===== config.mk =====
export PLATFORM = sky130hd
export DESIGN_NAME = timer16_ctc_with_irq_select_flat
export DESIGN_NICKNAME = d
export VERILOG_FILES = /design/src/t16_pkg.sv /design/src/t16_chan_if.sv /design/src/t16_core.sv /design/src/timer16_ctc_with_irq_select.sv /design/src/flat_wrapper.sv
export VERILOG_INCLUDE_DIRS = /design/src /design/src/src
export SDC_FILE = /design/constraint.sdc
export NUM_CORES = 1
export LEC_CHECK = 0
export ABC_CLOCK_PERIOD_IN_PS = 1900
export BUFFER_PORTS_ARGS = -buffer_cell sky130_fd_sc_hd__buf_2
export CORE_MARGIN = 2
export CORE_UTILIZATION = 40
export DETAILED_ROUTE_END_ITERATION = 12
export PLACE_DENSITY = 0.72
export SETUP_SLACK_MARGIN = 0.4
export SLEW_MARGIN = 10
export SYNTH_ARGS = -nofsm -noshare
export SYNTH_HDL_FRONTEND = slang
export SYNTH_SLANG_ARGS = --single-unit

===== constraint.sdc =====
create_clock -name clock -period 1.9 [get_ports clock]
set_input_delay 0.38 -clock clock [delete_from_list [all_inputs] [get_ports clock]]
set_output_delay 0.38 -clock clock [all_outputs]
set_load 0.01 [all_outputs]

===== src/timer16_ctc_with_irq_select_assert.svh =====
// assertion helpers shared by the timer rtl
// each macro expects signals named clock and reset in the calling module
`ifndef TIMER16_CTC_WITH_IRQ_SELECT_ASSERT_SVH
`define TIMER16_CTC_WITH_IRQ_SELECT_ASSERT_SVH

// same-cycle implication, quiet during reset
`define T16_ASSERT_SAME(label, ante, cons) \
   label: assert property (@(posedge clock) disable iff (reset) (ante) |-> (cons)) \
      else $error("timer check failed");

// next-cycle implication, quiet during reset
`define T16_ASSERT_NEXT(label, ante, cons) \
   label: assert property (@(posedge clock) disable iff (reset) (ante) |=> (cons)) \
      else $error("timer check failed");

`endif


===== src/t16_pkg.sv =====
package t16_pkg;

   // item kinds
   localparam logic [1:0] MODE_TICK  = 2'd0;
   localparam logic [1:0] MODE_WRITE = 2'd1;
   localparam logic [1:0] MODE_READ  = 2'd2;
   localparam logic [1:0] MODE_IRQ   = 2'd3;

   // byte register selectors
   localparam logic [3:0] REG_CTRL    = 4'd0;
   localparam logic [3:0] REG_CNT_LO  = 4'd1;
   localparam logic [3:0] REG_CNT_HI  = 4'd2;
   localparam logic [3:0] REG_CMPA_LO = 4'd3;
   localparam logic [3:0] REG_CMPA_HI = 4'd4;
   localparam logic [3:0] REG_CMPB_LO = 4'd5;
   localparam logic [3:0] REG_CMPB_HI = 4'd6;
   localparam logic [3:0] REG_FLAGS   = 4'd7;
   localparam logic [3:0] REG_MASK    = 4'd8;

   // control register layout
   localparam int CS_MSB  = 2;
   localparam int CTC_BIT = 3;

   // flag bit positions
   localparam int FLAG_OVF  = 0;
   localparam int FLAG_CMPA = 1;
   localparam int FLAG_CMPB = 2;

   // vectors, word addresses
   localparam logic [14:0] BOOT_BASE = 15'h7800;
   localparam logic [14:0] VEC_COMPA = 15'h001A;
   localparam logic [14:0] VEC_COMPB = 15'h001C;
   localparam logic [14:0] VEC_OVF   = 15'h001E;

   // csr map
   localparam int CSR_ADDR_W = 3;
   localparam int CSR_DATA_W = 32;
   localparam logic REG_IDX_BOOT = 1'b0;

   typedef struct packed {
      logic [1:0] mode;
      logic [3:0] reg_select;
      logic [7:0] write_data;
      logic       global_enable;
   } t16_req_type;

   typedef struct packed {
      logic [7:0]  read_data;
      logic        irq_taken;
      logic [14:0] irq_vector;
      logic [2:0]  pending_flags;
   } t16_result_type;

endpackage


===== src/t16_chan_if.sv =====
// request channel: one timer operation per beat
interface t16_req_if;
   logic       valid;
   logic       ready;
   logic [1:0] mode;
   logic [3:0] reg_select;
   logic [7:0] write_data;
   logic       global_enable;

   modport source (output valid, mode, reg_select, write_data, global_enable, input ready);
   modport sink   (input valid, mode, reg_select, write_data, global_enable, output ready);
endinterface

// response channel: one result per beat
interface t16_rsp_if;
   logic        valid;
   logic        ready;
   logic [7:0]  read_data;
   logic        irq_taken;
   logic [14:0] irq_vector;
   logic [2:0]  pending_flags;

   modport source (output valid, read_data, irq_taken, irq_vector, pending_flags, input ready);
   modport sink   (input valid, read_data, irq_taken, irq_vector, pending_flags, output ready);
endinterface


===== src/t16_core.sv =====
`include "timer16_ctc_with_irq_select_assert.svh"

// timer state and the combinational update for one operation
module t16_core (
   input  logic                    clock,
   input  logic                    reset,
   input  logic                    step_en,
   input  t16_pkg::t16_req_type    req,
   input  logic                    boot_sel,
   output t16_pkg::t16_result_type res
);

   logic [15:0] count_ff, count_in;
   logic [7:0]  latch_ff, latch_in;
   logic [7:0]  ctrl_ff, ctrl_in;
   logic [15:0] cmpa_ff, cmpa_in;
   logic [15:0] cmpb_ff, cmpb_in;
   logic [2:0]  flags_ff, flags_in;
   logic [7:0]  mask_ff, mask_in;

   logic [15:0] count_inc;
   logic        clk_on;
   logic        ctc_on;
   logic [2:0]  pend;
   logic [14:0] base;
   logic [7:0]  rd;
   logic        taken;
   logic [14:0] vec;

   // counter+1 equals cmp+1 exactly when counter equals cmp
   assign count_inc = count_ff + 16'd1;
   assign clk_on    = |ctrl_ff[t16_pkg::CS_MSB:0];
   assign ctc_on    = ctrl_ff[t16_pkg::CTC_BIT];
   assign pend      = flags_ff & mask_ff[2:0];
   assign base      = boot_sel ? t16_pkg::BOOT_BASE : 15'd0;

   // next state and result
   always_comb begin
      count_in = count_ff;
      latch_in = latch_ff;
      ctrl_in  = ctrl_ff;
      cmpa_in  = cmpa_ff;
      cmpb_in  = cmpb_ff;
      flags_in = flags_ff;
      mask_in  = mask_ff;
      rd       = 8'd0;
      taken    = 1'b0;
      vec      = 15'd0;
      unique case (req.mode)
         t16_pkg::MODE_TICK: begin
            count_in = count_inc;
            if (clk_on) begin
               if (count_ff == 16'hFFFF) flags_in[t16_pkg::FLAG_OVF] = 1'b1;
               if (ctc_on) begin
                  if (count_ff == cmpb_ff) flags_in[t16_pkg::FLAG_CMPB] = 1'b1;
                  if (count_ff == cmpa_ff) begin
                     flags_in[t16_pkg::FLAG_CMPA] = 1'b1;
                     count_in = 16'd0;
                  end
               end
            end
         end
         t16_pkg::MODE_WRITE: begin
            unique case (req.reg_select)
               t16_pkg::REG_CTRL:    ctrl_in = req.write_data;
               t16_pkg::REG_CNT_LO:  count_in = {latch_ff, req.write_data};
               t16_pkg::REG_CNT_HI:  latch_in = req.write_data;
               t16_pkg::REG_CMPA_LO: cmpa_in[7:0] = req.write_data;
               t16_pkg::REG_CMPA_HI: cmpa_in[15:8] = req.write_data;
               t16_pkg::REG_CMPB_LO: cmpb_in[7:0] = req.write_data;
               t16_pkg::REG_CMPB_HI: cmpb_in[15:8] = req.write_data;
               t16_pkg::REG_FLAGS:   flags_in = flags_ff & ~req.write_data[2:0];
               t16_pkg::REG_MASK:    mask_in = req.write_data;
               default: ;
            endcase
         end
         t16_pkg::MODE_READ: begin
            unique case (req.reg_select)
               t16_pkg::REG_CTRL: rd = ctrl_ff;
               t16_pkg::REG_CNT_LO: begin
                  rd       = count_ff[7:0];
                  latch_in = count_ff[15:8];
               end
               t16_pkg::REG_CNT_HI:  rd = latch_ff;
               t16_pkg::REG_CMPA_LO: rd = cmpa_ff[7:0];
               t16_pkg::REG_CMPA_HI: rd = cmpa_ff[15:8];
               t16_pkg::REG_CMPB_LO: rd = cmpb_ff[7:0];
               t16_pkg::REG_CMPB_HI: rd = cmpb_ff[15:8];
               t16_pkg::REG_FLAGS:   rd = {5'd0, flags_ff};
               t16_pkg::REG_MASK:    rd = mask_ff;
               default:              rd = 8'd0;
            endcase
         end
         t16_pkg::MODE_IRQ: begin
            // fixed priority: compare a, compare b, overflow
            if (req.global_enable) begin
               if (pend[t16_pkg::FLAG_CMPA]) begin
                  flags_in[t16_pkg::FLAG_CMPA] = 1'b0;
                  taken = 1'b1;
                  vec   = base + t16_pkg::VEC_COMPA;
               end else if (pend[t16_pkg::FLAG_CMPB]) begin
                  flags_in[t16_pkg::FLAG_CMPB] = 1'b0;
                  taken = 1'b1;
                  vec   = base + t16_pkg::VEC_COMPB;
               end else if (pend[t16_pkg::FLAG_OVF]) begin
                  flags_in[t16_pkg::FLAG_OVF] = 1'b0;
                  taken = 1'b1;
                  vec   = base + t16_pkg::VEC_OVF;
               end
            end
         end
         default: ;
      endcase
   end

   assign res.read_data     = rd;
   assign res.irq_taken     = taken;
   assign res.irq_vector    = vec;
   assign res.pending_flags = flags_in;

   // timer state
   always_ff @(posedge clock) begin
      if (reset) begin
         count_ff <= 16'd0;
         latch_ff <= 8'd0;
         ctrl_ff  <= 8'd0;
         cmpa_ff  <= 16'd0;
         cmpb_ff  <= 16'd0;
         flags_ff <= 3'd0;
         mask_ff  <= 8'd0;
      end else if (step_en) begin
         count_ff <= count_in;
         latch_ff <= latch_in;
         ctrl_ff  <= ctrl_in;
         cmpa_ff  <= cmpa_in;
         cmpb_ff  <= cmpb_in;
         flags_ff <= flags_in;
         mask_ff  <= mask_in;
      end
   end

   // checks
   `T16_ASSERT_SAME(a_no_irq_without_gie, req.mode == t16_pkg::MODE_IRQ && !req.global_enable, !res.irq_taken)
   `T16_ASSERT_SAME(a_vector_only_when_taken, !res.irq_taken, res.irq_vector == 15'd0)
   `T16_ASSERT_NEXT(a_taken_flag_cleared, step_en && res.irq_taken && pend[t16_pkg::FLAG_CMPA], !flags_ff[t16_pkg::FLAG_CMPA])

endmodule


===== src/timer16_ctc_with_irq_select.sv =====
// channel   | dir | beat contents
// ----------+-----+-------------------------------------------------------
// req_if    | in  | mode, reg_select, write_data, global_enable
// rsp_if    | out | read_data, irq_taken, irq_vector, pending_flags
// apb csr   | in  | boot_vector_select at byte address 0
//
// one operation is taken per cycle while req_if is ready; its result is registered
// into the head or the skid entry and shows up on rsp_if once it is at the head
// a two-entry result buffer (head plus skid) keeps req_if ready while one
// result waits; req_if stalls only when both entries are full
// synchronous active-high reset clears all timer state and empties the buffer
`include "timer16_ctc_with_irq_select_assert.svh"

module timer16_ctc_with_irq_select (
   input  logic                                clock,
   input  logic                                reset,
   t16_req_if.sink                             req_if,
   t16_rsp_if.source                           rsp_if,
   input  logic                                psel,
   input  logic                                penable,
   input  logic                                pwrite,
   input  logic [t16_pkg::CSR_ADDR_W-1:0]      paddr,
   input  logic [t16_pkg::CSR_DATA_W-1:0]      pwdata,
   output logic [t16_pkg::CSR_DATA_W-1:0]      prdata,
   output logic                                pready
);

   logic                    boot_ff;
   logic                    csr_wr;
   logic                    csr_hit;
   logic                    push;
   logic                    pop;
   logic [1:0]              cnt_ff, cnt_in;
   t16_pkg::t16_req_type    req;
   t16_pkg::t16_result_type step_res;
   t16_pkg::t16_result_type head_ff, head_in;
   t16_pkg::t16_result_type skid_ff, skid_in;

   // config port
   assign pready  = 1'b1;
   assign csr_hit = paddr[2] == t16_pkg::REG_IDX_BOOT;
   assign csr_wr  = psel & penable & pwrite & pready;
   assign prdata  = csr_hit ? {{(t16_pkg::CSR_DATA_W-1){1'b0}}, boot_ff} : '0;

   always_ff @(posedge clock) begin
      if (reset) begin
         boot_ff <= 1'b0;
      end else if (csr_wr && csr_hit) begin
         boot_ff <= pwdata[0];
      end
   end

   // request beat
   assign req.mode          = req_if.mode;
   assign req.reg_select    = req_if.reg_select;
   assign req.write_data    = req_if.write_data;
   assign req.global_enable = req_if.global_enable;

   assign req_if.ready = cnt_ff != 2'd2;
   assign push         = req_if.valid & req_if.ready;
   assign pop          = rsp_if.valid & rsp_if.ready;

   t16_core u_core (
      .clock    (clock),
      .reset    (reset),
      .step_en  (push),
      .req      (req),
      .boot_sel (boot_ff),
      .res      (step_res)
   );

   // result buffer: head feeds the port, skid catches one more beat
   always_comb begin
      head_in = head_ff;
      skid_in = skid_ff;
      cnt_in  = cnt_ff + {1'b0, push} - {1'b0, pop};
      if (cnt_ff == 2'd2) begin
         if (pop) head_in = skid_ff;
      end else if (push) begin
         if (cnt_ff == 2'd0 || pop) head_in = step_res;
         else                       skid_in = step_res;
      end
   end

   always_ff @(posedge clock) begin
      if (reset) begin
         cnt_ff <= 2'd0;
      end else begin
         cnt_ff <= cnt_in;
      end
   end

   always_ff @(posedge clock) begin
      head_ff <= head_in;
      skid_ff <= skid_in;
   end

   assign rsp_if.valid         = cnt_ff != 2'd0;
   assign rsp_if.read_data     = head_ff.read_data;
   assign rsp_if.irq_taken     = head_ff.irq_taken;
   assign rsp_if.irq_vector    = head_ff.irq_vector;
   assign rsp_if.pending_flags = head_ff.pending_flags;

   // checks
   `T16_ASSERT_SAME(a_buf_bounded, 1'b1, cnt_ff != 2'd3)
   `T16_ASSERT_NEXT(a_buf_fill, push && !pop, cnt_ff == $past(cnt_ff) + 2'd1)
   `T16_ASSERT_NEXT(a_buf_drain, pop && !push, cnt_ff == $past(cnt_ff) - 2'd1)

endmodule


===== src/flat_wrapper.sv =====
// flat-port wrapper written by rule: the top's interface ports become plain ports
module timer16_ctc_with_irq_select_flat 
  (clock, reset, psel, penable, pwrite, paddr, pwdata, prdata, pready, req_if_valid, req_if_mode, req_if_reg_select, req_if_write_data, req_if_global_enable, req_if_ready, rsp_if_valid, rsp_if_read_data, rsp_if_irq_taken, rsp_if_irq_vector, rsp_if_pending_flags, rsp_if_ready);
  t16_req_if req_if_i ();
  t16_rsp_if rsp_if_i ();
  input  logic clock;
  input  logic reset;
  input  logic psel;
  input  logic penable;
  input  logic pwrite;
  input  logic [t16_pkg::CSR_ADDR_W-1:0] paddr;
  input  logic [t16_pkg::CSR_DATA_W-1:0] pwdata;
  output logic [t16_pkg::CSR_DATA_W-1:0] prdata;
  output logic pready;
  input wire logic [$bits(req_if_i.valid)-1:0] req_if_valid;
  input wire logic [$bits(req_if_i.mode)-1:0] req_if_mode;
  input wire logic [$bits(req_if_i.reg_select)-1:0] req_if_reg_select;
  input wire logic [$bits(req_if_i.write_data)-1:0] req_if_write_data;
  input wire logic [$bits(req_if_i.global_enable)-1:0] req_if_global_enable;
  output wire logic [$bits(req_if_i.ready)-1:0] req_if_ready;
  output wire logic [$bits(rsp_if_i.valid)-1:0] rsp_if_valid;
  output wire logic [$bits(rsp_if_i.read_data)-1:0] rsp_if_read_data;
  output wire logic [$bits(rsp_if_i.irq_taken)-1:0] rsp_if_irq_taken;
  output wire logic [$bits(rsp_if_i.irq_vector)-1:0] rsp_if_irq_vector;
  output wire logic [$bits(rsp_if_i.pending_flags)-1:0] rsp_if_pending_flags;
  input wire logic [$bits(rsp_if_i.ready)-1:0] rsp_if_ready;
  assign req_if_i.valid = req_if_valid;
  assign req_if_i.mode = req_if_mode;
  assign req_if_i.reg_select = req_if_reg_select;
  assign req_if_i.write_data = req_if_write_data;
  assign req_if_i.global_enable = req_if_global_enable;
  assign req_if_ready = req_if_i.ready;
  assign rsp_if_valid = rsp_if_i.valid;
  assign rsp_if_read_data = rsp_if_i.read_data;
  assign rsp_if_irq_taken = rsp_if_i.irq_taken;
  assign rsp_if_irq_vector = rsp_if_i.irq_vector;
  assign rsp_if_pending_flags = rsp_if_i.pending_flags;
  assign rsp_if_i.ready = rsp_if_ready;
  timer16_ctc_with_irq_select u_core (.clock(clock), .reset(reset), .req_if(req_if_i), .rsp_if(rsp_if_i), .psel(psel), .penable(penable), .pwrite(pwrite), .paddr(paddr), .pwdata(pwdata), .prdata(prdata), .pready(pready));
endmodule

# After elaboration in Yosys (flattened, before gate mapping)
# Cells that the tools add are included.
# W data, S select, Z words.
# classes
add_sub_neg,6
eq_ne,20
muxes,40
n_bitwise,10
n_reduce_logical,21
# op_table
cell,count
$mux W27,4
$mux W15,6
$pmux W8 S9,1
$mux W16,4
$add A15 B5 Y15 const B,3
$eq A16 B16 Y1,2
$pmux W16 S2,1
$reduce_and A3 Y1,9
$mux W8,3
$add A16 B1 Y16 const B,1
$eq A16 B16 Y1 const B,1
$eq A4 B3 Y1 const B,4
$pmux W8 S2,1
$mux W1,15
$reduce_bool A2 Y1,5
$mux W3,3
$pmux W3 S3,1
$eq A4 B2 Y1 const B,2
$ne A2 B2 Y1 const B,4
$and A3 B3 Y3,2
$eq A2 B2 Y1 const B,3
$and A1 B1 Y1,4
$eq A4 B1 Y1 const B,1
$eq A4 B4 Y1 const B,1
13 further kinds,16
# word_totals
regBits,132
input_bits,57
out_inout_bits,62

# Logic depth before layout (Yosys ltp)
# depth
depth_word,10
depth_mapped,11

# Cells and area by module
# Synthesis repeated with hierarchy kept, for this count alone.
# hier_totals
cells_unflattened,675
area_unflattened_um2,7055.5
# by_module_without_submodules
mod,instances,cells_each,area_each_um2,seq_area_each_um2
t16_core,1,532,4588.2,1501.4
timer16_ctc_with_irq_select,1,143,2467.4,1681.6

# Worst setup path after synthesis
# No wires, ideal clock.
# synth_timing
kind,register to register
from,register u_core.cnt_ff[1]
to,"register u_core.head_ff, in the netlist u_core.rsp_if.irq_taken, enable pin"
t_arrival_ns,1.629
t_required_ns,1.489
path_slack_ns,-0.140
stages_incl_launch_ff,3
path_buffers,0
synth_period_minus_slack_ns,2.040
path_cell_list,dfxtp_1 > mux2i_1 > o21ai_0
# synth_via
elab_chain_len,5
# synth_lines
element,line,rtl
from (decl),timer16_ctc_with_irq_select.sv:33,"logic [1:0] cnt_ff, cnt_in;"
from (signal assigned),timer16_ctc_with_irq_select.sv:89,cnt_ff <= cnt_in;
$reduce_bool A2 Y1,timer16_ctc_with_irq_select.sv:98,assign rsp_if.valid = cnt_ff != 2'd0;
$and A1 B1 Y1,timer16_ctc_with_irq_select.sv:61,assign pop = rsp_if.valid & rsp_if.ready;
$logic_or A1 B1 Y1,timer16_ctc_with_irq_select.sv:80,if (cnt_ff == 2'd0 || pop) head_in = step_res;
$reduce_bool A2 Y1 (no source line),-,
$reduce_and A3 Y1 (no source line) *,-,
to (signal assigned),timer16_ctc_with_irq_select.sv:94,head_ff <= head_in;
to (decl),timer16_ctc_with_irq_select.sv:36,"t16_pkg::t16_result_type head_ff, head_in;"
# Every way passes the cells marked *; elsewhere a longest branch is shown, timed or not.
# A chain may end at the register's enable or synchronous reset.

==> results.md <==
- Clk_skew: 0.00914 ns
- DR vias/cell: 5.30
- Number of global-route vias before repair: 5142
- RSZ-0062 raised after global routing: true
- PD cells: 764 nW/um^2
- Status: complete, no violations
- Yosys warns: 0
- Share of synthesized registers carrying an async set or reset: 0%
- First-pass GRT wire length: 27.3 mm
- Tightest Hold Check Type: in2reg
- Nets: 869
- Grt peak-use layer: met2
- Detailed Route Iter0 Violations: 397
- GPL Wtd Cong: 0.923
- Synth Area in Compound Gates: 12.0%
- Final setup viols: 0
- Crit. End Element: register
- Gr ovfl total: 0
- Met1 global-route usage: 27.8%
- Synth top area cells: dfxtp_1, edfxtp_1, mux2i_1
- Starting Density: 41.2%
- DRC Markers: 0
- Top post-synthesis cells by count: nor2_1, dfxtp_1, mux2i_1
- Die area: 16700 sq um
- DIE HEIGHT: 129 um
- Worst-path fanout max: 3
- Non-Filler Instances: 1021
- CORE AREA: 15300 sq um
- Final worst path period share: 96.5%
- Max rail drop VDD: 0.000711 V
- Clk_lat worst skew: 0.35 ns
- Syn_area_per_cell: 9.36 sq um
- WL/cell: 17.8 um
- Cell area after synthesis: 6290 sq um
- Leakage: 0.00370 uW
- Primary FF master, synth: dfxtp_1
- Antenna Cells: 0
- CTS Buf Count: 9
- Critical path launch point type: register
- DP Cell Count: 955
- Post-synthesis adder-cell area fraction: 1.39%
- Part of the Yosys area used for sequential elements: 40.1%
- # IOs: 119
- Total track usage: 21.0%
- Most frequent cell after synthesis: nor2_1
- Final Max Slew Viols: 0
- FP Rows: 45
- Total Wirelength: 18.2 mm
- Clock-pin slew on the worst setup and hold paths: 0.07 ns
- Width of the die: 129 um
- Clock Path Buffers: 2
- Syn Inst Count: 672
- Final min period: 1.83 ns
- Proportion of synthesized area in mux cells: 14.6%
- Pre-Repair DR Iteration Count: 5
- Met3 Use GR: 3.34%
- Req. time, crit path: 2.00 ns
- Post-layout util: 57.3%
- Routed Antenna Nets: 0
- Post-Synth XOR/XNOR Area: 4.87%
- EDFF count, synth: 32
- Initial antenna violation count: 0
- Port Buffers: 46
- Post-synthesis sequential element count: 110
- Via count: 5414
- Critical Path AT: 1.94 ns
- H-tree levels: 3
- Fraction of layout cells with a size suffix above 1: 45.7%
- Clock sinks: 110
- Post-Synth Simple-Gate Area: 17.3%
- Tot Pwr: 6680 uW
- Met2 usage: 35.0%
- Setup TNS: 0 ns
- Final hold violations: 0
- Netlist cell types: 69
- CTS tree: yes
- Layout area overhead: 39.0%
- CTS Root Cell: clkbuf_16
- Dpl hpwl: 12.1 mm
- Main combinational cell family by area after synthesis: simple AND/OR/NAND/NOR gates
- Top cell type's share of synthesized area: 24.8%
- Largest net degree at the start of global routing: 38
- Crit path kind: reg2reg
- Max cap viols: 0
- WHS: 0.263 ns
- FMAX: 546 MHz
- Synth area leader: dfxtp_1
critical path, cell delays in order, from the launching register on:
cell and delay [ns]:
dfxtp_2 0.36, mux4_2 0.47, mux2i_2 0.22, o21ai_1 0.12, and2_4 0.15, mux2_4 0.26
cell families (layout without fill, tap and decap cells):
family | after synthesis | count (layout)
XOR/XNOR | 35 | 35
flip-flops | 110 | 110
AO/OA/AOI/OAI | 115 | 115
adder cells (fa/ha/maj) | 7 | 7
multiplexers | 79 | 79
buffers and inverters | 104 | 205
other | 2 | 39
AND/OR/NAND/NOR | 220 | 220
final timing paths:
check | slack, ns | endpoint | start | depth (start not counted)
worst max register to register | 0.07 | u_core.rsp_if.read_data[0] | u_core.u_core.latch_ff[0] | 5
worst min register to register | 0.49 | u_core.u_core.cmpa_ff[6] | u_core.u_core.cmpa_ff[6] | 2
worst min-delay path | 0.26 | u_core.boot_ff | pwdata[0] | 3
worst max-delay path | 0.07 | u_core.rsp_if.read_data[0] | u_core.u_core.latch_ff[0] | 5
layout make-up:
cell class                      instances  area [sq um]
Clock inverter                          7           126
Inverter                                7          48.8
Multi-Input combinational cell        495          3950
Fill cell                            1198          6520
Sequential cell                       110          2590
Timing Repair Buffer                  182          1540
Tap cell                              211           264
Clock buffer                            9           225
repair_timing:
item | CTS | global route
gates resized for setup | 110 | 84
setup endpoints to repair | 102 | 101
hold endpoints to repair | 0 | 0
gates cloned | 2 | 1
pin swaps | 51 | 43
hold buffers | 0 | 0
buffers inserted | 31 | 16
cell usage in the layout (no fill, tap or decap), types with 15 or more instances in the layout:
master / Yosys / layout
dfxtp_2: 0 / 20
conb_1: 2 / 39
mux2i_1: 58 / 50
edfxtp_1: 32 / 32
buf_6: 1 / 19
buf_2: 21 / 42
a21oi_1: 37 / 22
nand2_1: 53 / 44
dfxtp_1: 78 / 47
nor2_1: 83 / 74
xor2_1: 31 / 28
buf_4: 47 / 106
a21oi_2: 1 / 15
where the power goes:
part | switching, uW | total, uW | internal, uW | leakage [uW]
combinational | 861 | 1740 | 877 | 0.00256
clock | 903 | 2210 | 1310 | 0.000169
sequential | 101 | 2730 | 2630 | 0.000964
per-stage QoR:
step                      instance area (sq um)  setup WS (ns)
final                                      8740         0.0671
after global routing                       8740        -0.0440
after CTS                                  8250         0.0682
after detailed placement                   7230         -0.297
after global placement                     7230         -0.255
after floorplan                            6750         0.0863
per-layer routing:
| layer | up-vias | share of wire, % |
|---|---|---|
| met5 | - | 0 |
| met4 | 0 | 1.8 |
| met3 | 26 | 6.1 |
| met2 | 200 | 49 |
| met1 | 2635 | 43 |
| li1 | 2553 | - |
sequential cells by signal, indices dropped and copies added (netlist names), 4 cells and up:
signal and count:
u_core.skid_ff 16, u_core.rsp_if.read_data 8, u_core.u_core.latch_ff 8, u_core.rsp_if.irq_vector 4, u_core.u_core.ctrl_ff 8, u_core.u_core.cmpb_ff 16
u_core.u_core.cmpa_ff 16, u_core.u_core.mask_ff 8, u_core.u_core.count_ff 16
(Power assumes the default switching activity.)
